===== src/sv/cctd_pkg.sv =====
// ----------------------------------------------------------------------------
// Conflict count table package
// Shared constants, request codes, record layout and control structs.
// ----------------------------------------------------------------------------
package cctd_pkg;

  localparam int TABLE_ENTRIES = 64;
  localparam int COUNT_BITS    = 16;

  localparam int COORD_W = 16;
  localparam int TILE_W  = 16;
  localparam int GEN_W   = 16;
  localparam int CELL_W  = 3 * COORD_W;
  localparam int KEY_W   = CELL_W + TILE_W;
  localparam int BIAS_W  = 22;
  localparam int RIU_W   = 7;

  localparam int IDX_W   = $clog2(TABLE_ENTRIES);
  localparam int USE_W   = $clog2(TABLE_ENTRIES + 1);
  localparam int SUM_W   = COUNT_BITS + IDX_W;
  localparam int ACC_W   = (SUM_W > BIAS_W) ? SUM_W : BIAS_W;
  localparam int UCMP_W  = (USE_W > RIU_W) ? USE_W : RIU_W;

  localparam logic [GEN_W-1:0] GEN_CAP_RESET = GEN_W'(8);

  typedef enum logic [1:0] {
    REQ_CONTRA    = 2'd0,
    REQ_CELL_BIAS = 2'd1,
    REQ_TILE_BIAS = 2'd2,
    REQ_DECAY     = 2'd3
  } req_t;

  typedef struct packed {
    logic [KEY_W-1:0]      key;
    logic [COUNT_BITS-1:0] count;
  } record_t;

  typedef enum logic [2:0] {
    ST_IDLE,
    ST_SCAN,
    ST_DRAIN,
    ST_COMMIT,
    ST_OUT
  } state_t;

  typedef struct packed {
    logic capture;
    logic issue;
    logic commit;
    logic load_out;
  } cmd_t;

  typedef struct packed {
    logic rd_last;
    logic out_free;
  } sts_t;

endpackage


===== src/sv/cctd_ctrl.sv =====
// ----------------------------------------------------------------------------
// Conflict count table controller
// Sequences capture, table scan, commit and result hand-off.
// ----------------------------------------------------------------------------
module cctd_ctrl (
  input  logic           clk,
  input  logic           rst_n,
  input  logic           in_valid,
  output logic           in_ready,
  input  cctd_pkg::sts_t sts,
  output cctd_pkg::cmd_t cmd
);

  cctd_pkg::state_t state_r;
  cctd_pkg::state_t state_nxt;

  always_ff @(posedge clk) begin
    if (!rst_n) begin
      state_r <= cctd_pkg::ST_IDLE;
    end else begin
      state_r <= state_nxt;
    end
  end

  always_comb begin
    state_nxt = state_r;
    cmd       = '0;
    in_ready  = 1'b0;
    case (state_r)
      cctd_pkg::ST_IDLE: begin
        in_ready = 1'b1;
        if (in_valid) begin
          cmd.capture = 1'b1;
          state_nxt   = cctd_pkg::ST_SCAN;
        end
      end
      cctd_pkg::ST_SCAN: begin
        cmd.issue = 1'b1;
        if (sts.rd_last) begin
          state_nxt = cctd_pkg::ST_DRAIN;
        end
      end
      cctd_pkg::ST_DRAIN: begin
        state_nxt = cctd_pkg::ST_COMMIT;
      end
      cctd_pkg::ST_COMMIT: begin
        cmd.commit = 1'b1;
        state_nxt  = cctd_pkg::ST_OUT;
      end
      cctd_pkg::ST_OUT: begin
        if (sts.out_free) begin
          cmd.load_out = 1'b1;
          state_nxt    = cctd_pkg::ST_IDLE;
        end
      end
      default: begin
        state_nxt = cctd_pkg::ST_IDLE;
      end
    endcase
  end

endmodule


===== config.mk =====
export PLATFORM = sky130hd
export DESIGN_NAME = cctd_ctrl
export DESIGN_NICKNAME = d
export VERILOG_FILES = /design/src/sv/cctd_pkg.sv /design/src/sv/cctd_ctrl.sv
export SDC_FILE = /design/constraint.sdc
export NUM_CORES = 1
export LEC_CHECK = 0
export ABC_AREA = 1
export ABC_CLOCK_PERIOD_IN_PS = 2300
export BUFFER_PORTS_ARGS = -buffer_cell sky130_fd_sc_hd__buf_2
export CORE_AREA = 2 2 39 41
export DETAILED_ROUTE_END_ITERATION = 8
export DIE_AREA = 0 0 41 43
export PLACE_DENSITY = 0.35
export SKIP_LAST_GASP = 1
export SLEW_MARGIN = 20
export SYNTH_ARGS = -nofsm -noshare
export SYNTH_HDL_FRONTEND = slang
export SYNTH_SLANG_ARGS = --single-unit
export TNS_END_PERCENT = 50

===== constraint.sdc =====
create_clock -name clk -period 2.3 [get_ports clk]
set_input_delay 0.345 -clock clk [delete_from_list [all_inputs] [get_ports clk]]
set_output_delay 0.345 -clock clk [all_outputs]
set_load 0.03 [all_outputs]

==> impl_results.rst, run 1 <==
.. list-table::
   :header-rows: 1

   * - Metric
     - Value
   * - Peak supply drop
     - 0.294 mV
   * - Largest registers
     - state_r (3)
   * - Post-DRT Antenna Nets
     - 0
   * - Initial Util
     - 0.143
   * - Mean post-synth cell area
     - 6.18 um2
   * - Hold violation total from the final report
     - 0
   * - Kind of critical path
     - flop to output port
   * - Buffer cell driving the clock tree root
     - sky130_fd_sc_hd__clkbuf_4
   * - Row Count
     - 14
   * - Final global-route overflow total
     - 0
   * - All-Layer GR Usage
     - 0.0632
   * - Power density relative to cell area
     - about 970 mW/mm2
   * - Library cells used by synthesis
     - 11
   * - Number of global-route vias before repair
     - 179
   * - Worst Skew
     - 0.00212 ns
   * - Finished layout cell area
     - 289 um2
   * - Highest layer used for signal routing
     - met3
   * - Half-perimeter wire length of the detailed placement result
     - 345 um
   * - Hold_sp
     - rst_n
   * - RSZ-0062 raised after global routing
     - no
   * - Crit path largest cell delay
     - about 0.34 ns
   * - Number of setup violations in the final report
     - 0
   * - Portion of the post-synthesis area used by sequential elements
     - 0.304
   * - Post CTS Setup Buffer Count
     - 0
   * - Largest net degree at the start of global routing
     - 6
   * - Max reg flops
     - 3
   * - Number of nets produced by synthesis
     - 37
   * - Met2 WL
     - around 190 um
   * - Worst-case clock buffer depth
     - 2
   * - Clock tree from TritonCTS
     - done
   * - Period minus WS final
     - 1.49 ns
   * - Final nets
     - 51
   * - Total power draw
     - 0.280 mW
   * - Mapped Area
     - 198 um2
   * - IO Port Bufs
     - 9
   * - Y dimension of the die
     - 43 um
   * - Routability-driven placement congestion ratio
     - around 0.71
   * - Clock transition time at the flip-flop clock pins of the worst setup and hold paths
     - roughly 0.040 ns
   * - Detail-routed net length per standard cell
     - 7.13 um
   * - Required time of the worst setup path
     - 1.96 ns
   * - Min-Delay Path Class
     - input port to flop
   * - Slew at the pin closest to its max-slew limit
     - 0.188 ns
   * - Standard cell core area
     - 0.00138 mm2
   * - Post-CTS Resized
     - 0
   * - Leakage power
     - ~0.17 nW
   * - Total Neg Setup Slack
     - 0 ns
   * - Final cycle utilization of the critical path
     - 0.648
   * - Instance count along the most critical hold path
     - 3
   * - Run status
     - completed
   * - Top delay family on crit path
     - flip-flops
   * - Clock sinks
     - 3
   * - Type of origin of the critical path
     - flop
   * - Total number of H-tree levels
     - 1
   * - Die ar.
     - 0.00176 mm2
   * - Rel. slew slack
     - 0.875
   * - Worst path arrival time
     - 1.15 ns
   * - Setup slack of the worst register-to-register path
     - approximately 1.3 ns
   * - Inserted Clock Buffers
     - 3
   * - Cells along the critical path
     - nor2_2, inv_1, nor3_1, buf_2
   * - Diode insertion count for antenna repair
     - 0
   * - Crit end category
     - output port
   * - Register ranked first by flip-flop count
     - state_r
   * - Warnings, synthesis
     - 0
   * - Max-slew violation count
     - 0
   * - Sum of routed wire segments on met1
     - ~210 um
   * - Terminating pin of the worst hold path
     - state_r[1]
   * - Highest net fanout along the worst path
     - 4
   * - Standard cell with the maximum stage delay on the critical path
     - sky130_fd_sc_hd__dfxtp_1
   * - Number of search-and-repair iterations in the first detailed-routing pass
     - 2
   * - Routed vias
     - between 200 and 250
   * - Chip Width
     - 41 um
   * - Relative area change from synthesis to final layout
     - 46.2%
   * - Detailed-route wire length
     - 435 um
   * - CTS hold repair buffers
     - 0
   * - Critical path buffers and inverters
     - 2
   * - Post-Syn Instances
     - 32
   * - Placed inst area
     - 263 um2
   * - Non-filler cells, final
     - 61
   * - Layout cell share with drive strength beyond 1
     - 0.422
   * - Worst R2R Start
     - state_r[0]
   * - Detailed-route vias per instance
     - 3.54
   * - Number of antenna violations at the first check in global routing
     - 0
   * - R2R depth
     - 7
   * - Drc violations
     - 0
   * - Maxcap violations
     - 0
   * - WL met3
     - ~37 um
   * - Peak clock frequency supported by timing
     - roughly 0.67 GHz
   * - Wire length of the first global-routing pass
     - between 600 and 700 um
   * - End of the worst register-to-register path
     - state_r[0]
   * - Register bit total from synthesis
     - 3
   * - Clock insertion delay at the later pin of the skew report
     - roughly 0.23 ns
   * - Placed instance count
     - 57
   * - Number of DRC violations after detailed-routing iteration 0
     - 2
   * - # IOs
     - 10
[placed cells by master (no fill, tap or decap), drive strengths merged]
cell type	count
a21boi	1
clkbuf	4
nand2	6
o21ai	1
nand3	4
buf	9
nor3	1
dfxtp	3
nor2	8
inv	8
[cell usage after synthesis]
master / number / area (um2)
sky130_fd_sc_hd__inv_1: 6 / 22.5
sky130_fd_sc_hd__nand2_1: 6 / 22.5
sky130_fd_sc_hd__o21ai_1: 1 / 5.00
sky130_fd_sc_hd__a21boi_0: 1 / 7.51
sky130_fd_sc_hd__nor2_1: 5 / 18.8
sky130_fd_sc_hd__nand3_1: 2 / 10.0
sky130_fd_sc_hd__dfxtp_1: 3 / 60.1
sky130_fd_sc_hd__nand3_2: 2 / 20.0
sky130_fd_sc_hd__nor2_2: 3 / 18.8
sky130_fd_sc_hd__inv_2: 2 / 7.51
sky130_fd_sc_hd__nor3_1: 1 / 5.00
[worst max-delay path by stage]
stage / start / to / cells past startpoint
2_1_floorplan: state_r[0] / cmd[3] / 3
3_3_place_gp: state_r[2] / cmd[3] / 4
3_5_place_dp: state_r[2] / cmd[3] / 4
4_1_cts: state_r[2] / cmd[3] / 4
5_1_grt: state_r[0] / cmd[3] / 4
6_report: state_r[2] / cmd[3] / 4
[where the power goes]
part | internal, mW | switching [mW] | leakage, nW
clock network | 0.0650 | 0.0268 | 0.0150
registers | 0.0606 | 0.00974 | 0.0246
logic | 0.0371 | 0.0808 | 0.129
total | 0.163 | 0.117 | 0.169
[routing by layer]
layer  up-vias  GRT usage
met5         -          0
met4         0     0.0200
met3         0     0.0785
met2         6     0.0750
met1        87     0.0673
li1        123          -
[cell families after synthesis]
logic type      Yosys count  synth area share
compound gates            2            0.0633
buf+inv                   8             0.152
flops                     3             0.304
simple gates             19             0.481
[final cells by class]
cell class / count / area (um2)
Fill cell: 159 / 1090
Multi-Input combinational cell: 21 / 108
Sequential cell: 3 / 60.1
Timing Repair Buffer: 9 / 45.0
Inverter: 8 / 30.0
Clock buffer: 4 / 26.3
Tap cell: 16 / 20.0
[worst register-to-register path: stages (launching register included)]
cell and delay, ns:
sky130_fd_sc_hd__dfxtp_1 0.37, sky130_fd_sc_hd__inv_2 0.06, sky130_fd_sc_hd__nor2_2 0.11, sky130_fd_sc_hd__nand3_1 0.10
sky130_fd_sc_hd__nand3_2 0.09, sky130_fd_sc_hd__nand2_1 0.05, sky130_fd_sc_hd__nand2_1 0.07, sky130_fd_sc_hd__nor2_2 0.03
[per-stage QoR]
| step | hold WS, ns | util | worst slack, ns |
|---|---|---|---|
| final | 0.369 | 0.209 | 0.809 |
| after global routing | 0.371 | 0.209 | 0.727 |
| after CTS | 0.359 | 0.209 | 0.789 |
| after detailed placement | 0.573 | 0.190 | 1.05 |
| after global placement | 0.578 | 0.190 | 1.05 |
| after floorplan | 0.465 | - | 0.783 |
Power figures use the tool's default switching activity.
==> run 2: changes to the inputs <==
--- a/config.mk
+++ b/config.mk
@@ -6,7 +6,7 @@
 export NUM_CORES = 1
 export LEC_CHECK = 0
 export ABC_AREA = 1
-export ABC_CLOCK_PERIOD_IN_PS = 2300
+export ABC_CLOCK_PERIOD_IN_PS = 1500
 export BUFFER_PORTS_ARGS = -buffer_cell sky130_fd_sc_hd__buf_2
 export CORE_AREA = 2 2 39 41
 export DETAILED_ROUTE_END_ITERATION = 8
==> constraint.sdc (replaced) <==
create_clock -name clk -period 1.5 [get_ports clk]
set_input_delay 0.225 -clock clk [delete_from_list [all_inputs] [get_ports clk]]
set_output_delay 0.225 -clock clk [all_outputs]
set_load 0.03 [all_outputs]
==> impl_results.rst, run 2 (synthesized netlist as in run 1, its figures left out) <==
.. list-table::
   :header-rows: 1

   * - Metric
     - Value
   * - Post-DRT Antenna Nets
     - 0
   * - Number of antenna violations at the first check in global routing
     - 0
   * - Number of search-and-repair iterations in the first detailed-routing pass
     - 2
   * - Placed inst area
     - 263 um2
   * - Row Count
     - 14
   * - Buffer cell driving the clock tree root
     - sky130_fd_sc_hd__clkbuf_4
   * - Post CTS Setup Buffer Count
     - 0
   * - Largest net degree at the start of global routing
     - 6
   * - Leading cell type in the layout, fill and taps excluded
     - sky130_fd_sc_hd__buf_2
   * - Period minus WS final
     - 1.35 ns
   * - Kind of critical path
     - flop to output port
   * - Clock insertion delay at the later pin of the skew report
     - approximately 0.23 ns
   * - Max-slew violation count
     - 0
   * - Detail-routed net length per standard cell
     - around 6.7 um
   * - Final cycle utilization of the critical path
     - 0.898
   * - Internal power of the cells
     - approximately 0.25 mW
   * - RSZ-0062 raised after global routing
     - no
   * - Crit end category
     - output port
   * - Total Neg Setup Slack
     - 0 ns
   * - Finished layout cell area
     - about 290 um2
   * - Number of setup violations in the final report
     - 0
   * - All-Layer GR Usage
     - 0.0642
   * - Total power draw
     - about 0.43 mW
   * - Power dissipated by switching net loads
     - 0.176 mW
   * - Non-filler cells, final
     - 61
   * - # IOs
     - 10
   * - Proportion of power drawn by flip-flops and latches
     - 0.255
   * - Peak clock frequency supported by timing
     - approximately 0.74 GHz
   * - Area taken by flip-flops and latches
     - between 60 and 70 um2
   * - Initial Util
     - 0.143
   * - Placed instance count
     - 57
   * - Total number of H-tree levels
     - 1
   * - Comb pwr share
     - 0.422
   * - Required time of the worst setup path
     - roughly 1.3 ns
   * - Detailed-route wire length
     - 406 um
   * - Die ar.
     - ~0.0018 mm2
   * - Count of filler cells inserted in the layout
     - 167
   * - Register ranked first by flip-flop count
     - state_r
   * - Slew at the pin closest to its max-slew limit
     - roughly 0.18 ns
   * - Rel. slew slack
     - 0.877
   * - Wire length of the first global-routing pass
     - 696 um
   * - Peak supply drop
     - 0.594 mV
   * - Hold violation total from the final report
     - 0
   * - Largest registers
     - state_r (3)
   * - Clock tree from TritonCTS
     - done
   * - Drc violations
     - 0
   * - Maxcap violations
     - 0
   * - Half-perimeter wire length of the detailed placement result
     - 345 um
   * - Most frequent cells in the layout
     - sky130_fd_sc_hd__buf_2, sky130_fd_sc_hd__nand2_1, sky130_fd_sc_hd__inv_1
   * - Clock sinks
     - 3
   * - Switching power as a share of total power
     - 0.414
   * - Layout cell share with drive strength beyond 1
     - 0.422
   * - Min-Delay Path Class
     - input port to flop
   * - Type of origin of the critical path
     - flop
   * - Max reg flops
     - 3
   * - Leakage power
     - 0.169 nW
   * - IO Port Bufs
     - 9
   * - Number of DRC violations after detailed-routing iteration 0
     - 1
   * - Routability-driven placement congestion ratio
     - 0.703
   * - Standard cell core area
     - 0.00138 mm2
   * - Chip Width
     - between 40 and 50 um
   * - Relative area change from synthesis to final layout
     - 46.2%
   * - Routed vias
     - 216
   * - Detailed-route vias per instance
     - around 3.5
   * - Clock transition time at the flip-flop clock pins of the worst setup and hold paths
     - 0.03 ns
   * - Worst path arrival time
     - ~1.1 ns
   * - Post-CTS Resized
     - 0
   * - Y dimension of the die
     - 43 um
   * - Final nets
     - 51
   * - Highest net fanout along the worst path
     - 3
   * - Total area of multi-input combinational cells
     - ~110 um2
   * - CTS hold repair buffers
     - 0
   * - Fraction of power consumed by the clock network
     - 0.323
   * - Worst-case clock buffer depth
     - 2
   * - Standard cell with the maximum stage delay on the critical path
     - sky130_fd_sc_hd__dfxtp_1
   * - Power density relative to cell area
     - 1470 mW/mm2
   * - Run status
     - completed
   * - Cells along the critical path
     - nor2_2, inv_1, nor3_1, buf_2
   * - Number of global-route vias before repair
     - 185
   * - Final global-route overflow total
     - 0
   * - Crit path largest cell delay
     - 0.33 ns
   * - Inserted Clock Buffers
     - 3
   * - Worst Skew
     - 0.00150 ns
   * - Diode insertion count for antenna repair
     - 0
-- run 2: area by class of cell --
cell class / count / share of cell area
multi-input combinational: 21 / 0.372
sequential: 3 / 0.208
timing repair buffer: 9 / 0.156
inverter: 8 / 0.104
clock buffer: 4 / 0.0909
tap: 16 / 0.0693
-- run 2: final timing paths --
| check | from | endpoint | slack [ns] | cells after the start |
|---|---|---|---|---|
| min reg2reg | state_r[1] | state_r[2] | 0.57 | 2 |
| max | state_r[0] | cmd[3] | 0.15 | 4 |
| max reg2reg | state_r[0] | state_r[0] | 0.51 | 7 |
| min | rst_n | state_r[1] | 0.25 | 3 |
-- run 2: routing by layer --
layer	GRT usage	routed length (um)	up-vias
li1	-	-	123
met1	0.0769	208	89
met2	0.0688	168	4
met3	0.0628	28	0
met4	0.0400	0	0
met5	0	0	-
-- run 2: stage by stage --
step	util	worst slack (ns)	hold WS [ns]
floorplan	-	0.103	0.345
global placement	0.190	0.391	0.499
detailed placement	0.190	0.385	0.488
CTS	0.209	0.134	0.245
global route	0.209	0.0153	0.256
finish	0.209	0.153	0.252
-- run 2: power by group through the flow --
stage | logic (mW) | clock network [mW] | registers (mW)
6_report | 0.180 | 0.137 | 0.108
5_1_grt | 0.201 | 0.154 | 0.110
4_1_cts | 0.182 | 0.147 | 0.108
3_5_place_dp | 0.182 | 0 | 0.109
3_3_place_gp | 0.184 | 0 | 0.111
2_1_floorplan | 0.141 | 0 | 0.106
-- run 2: worst max-delay path, delay by kind of cell, from the launching register on --
kind / cells / cell delay, ns
and+or+nand+nor: 2 / 0.27
buffers and inverters: 2 / 0.30
DFF: 1 / 0.33
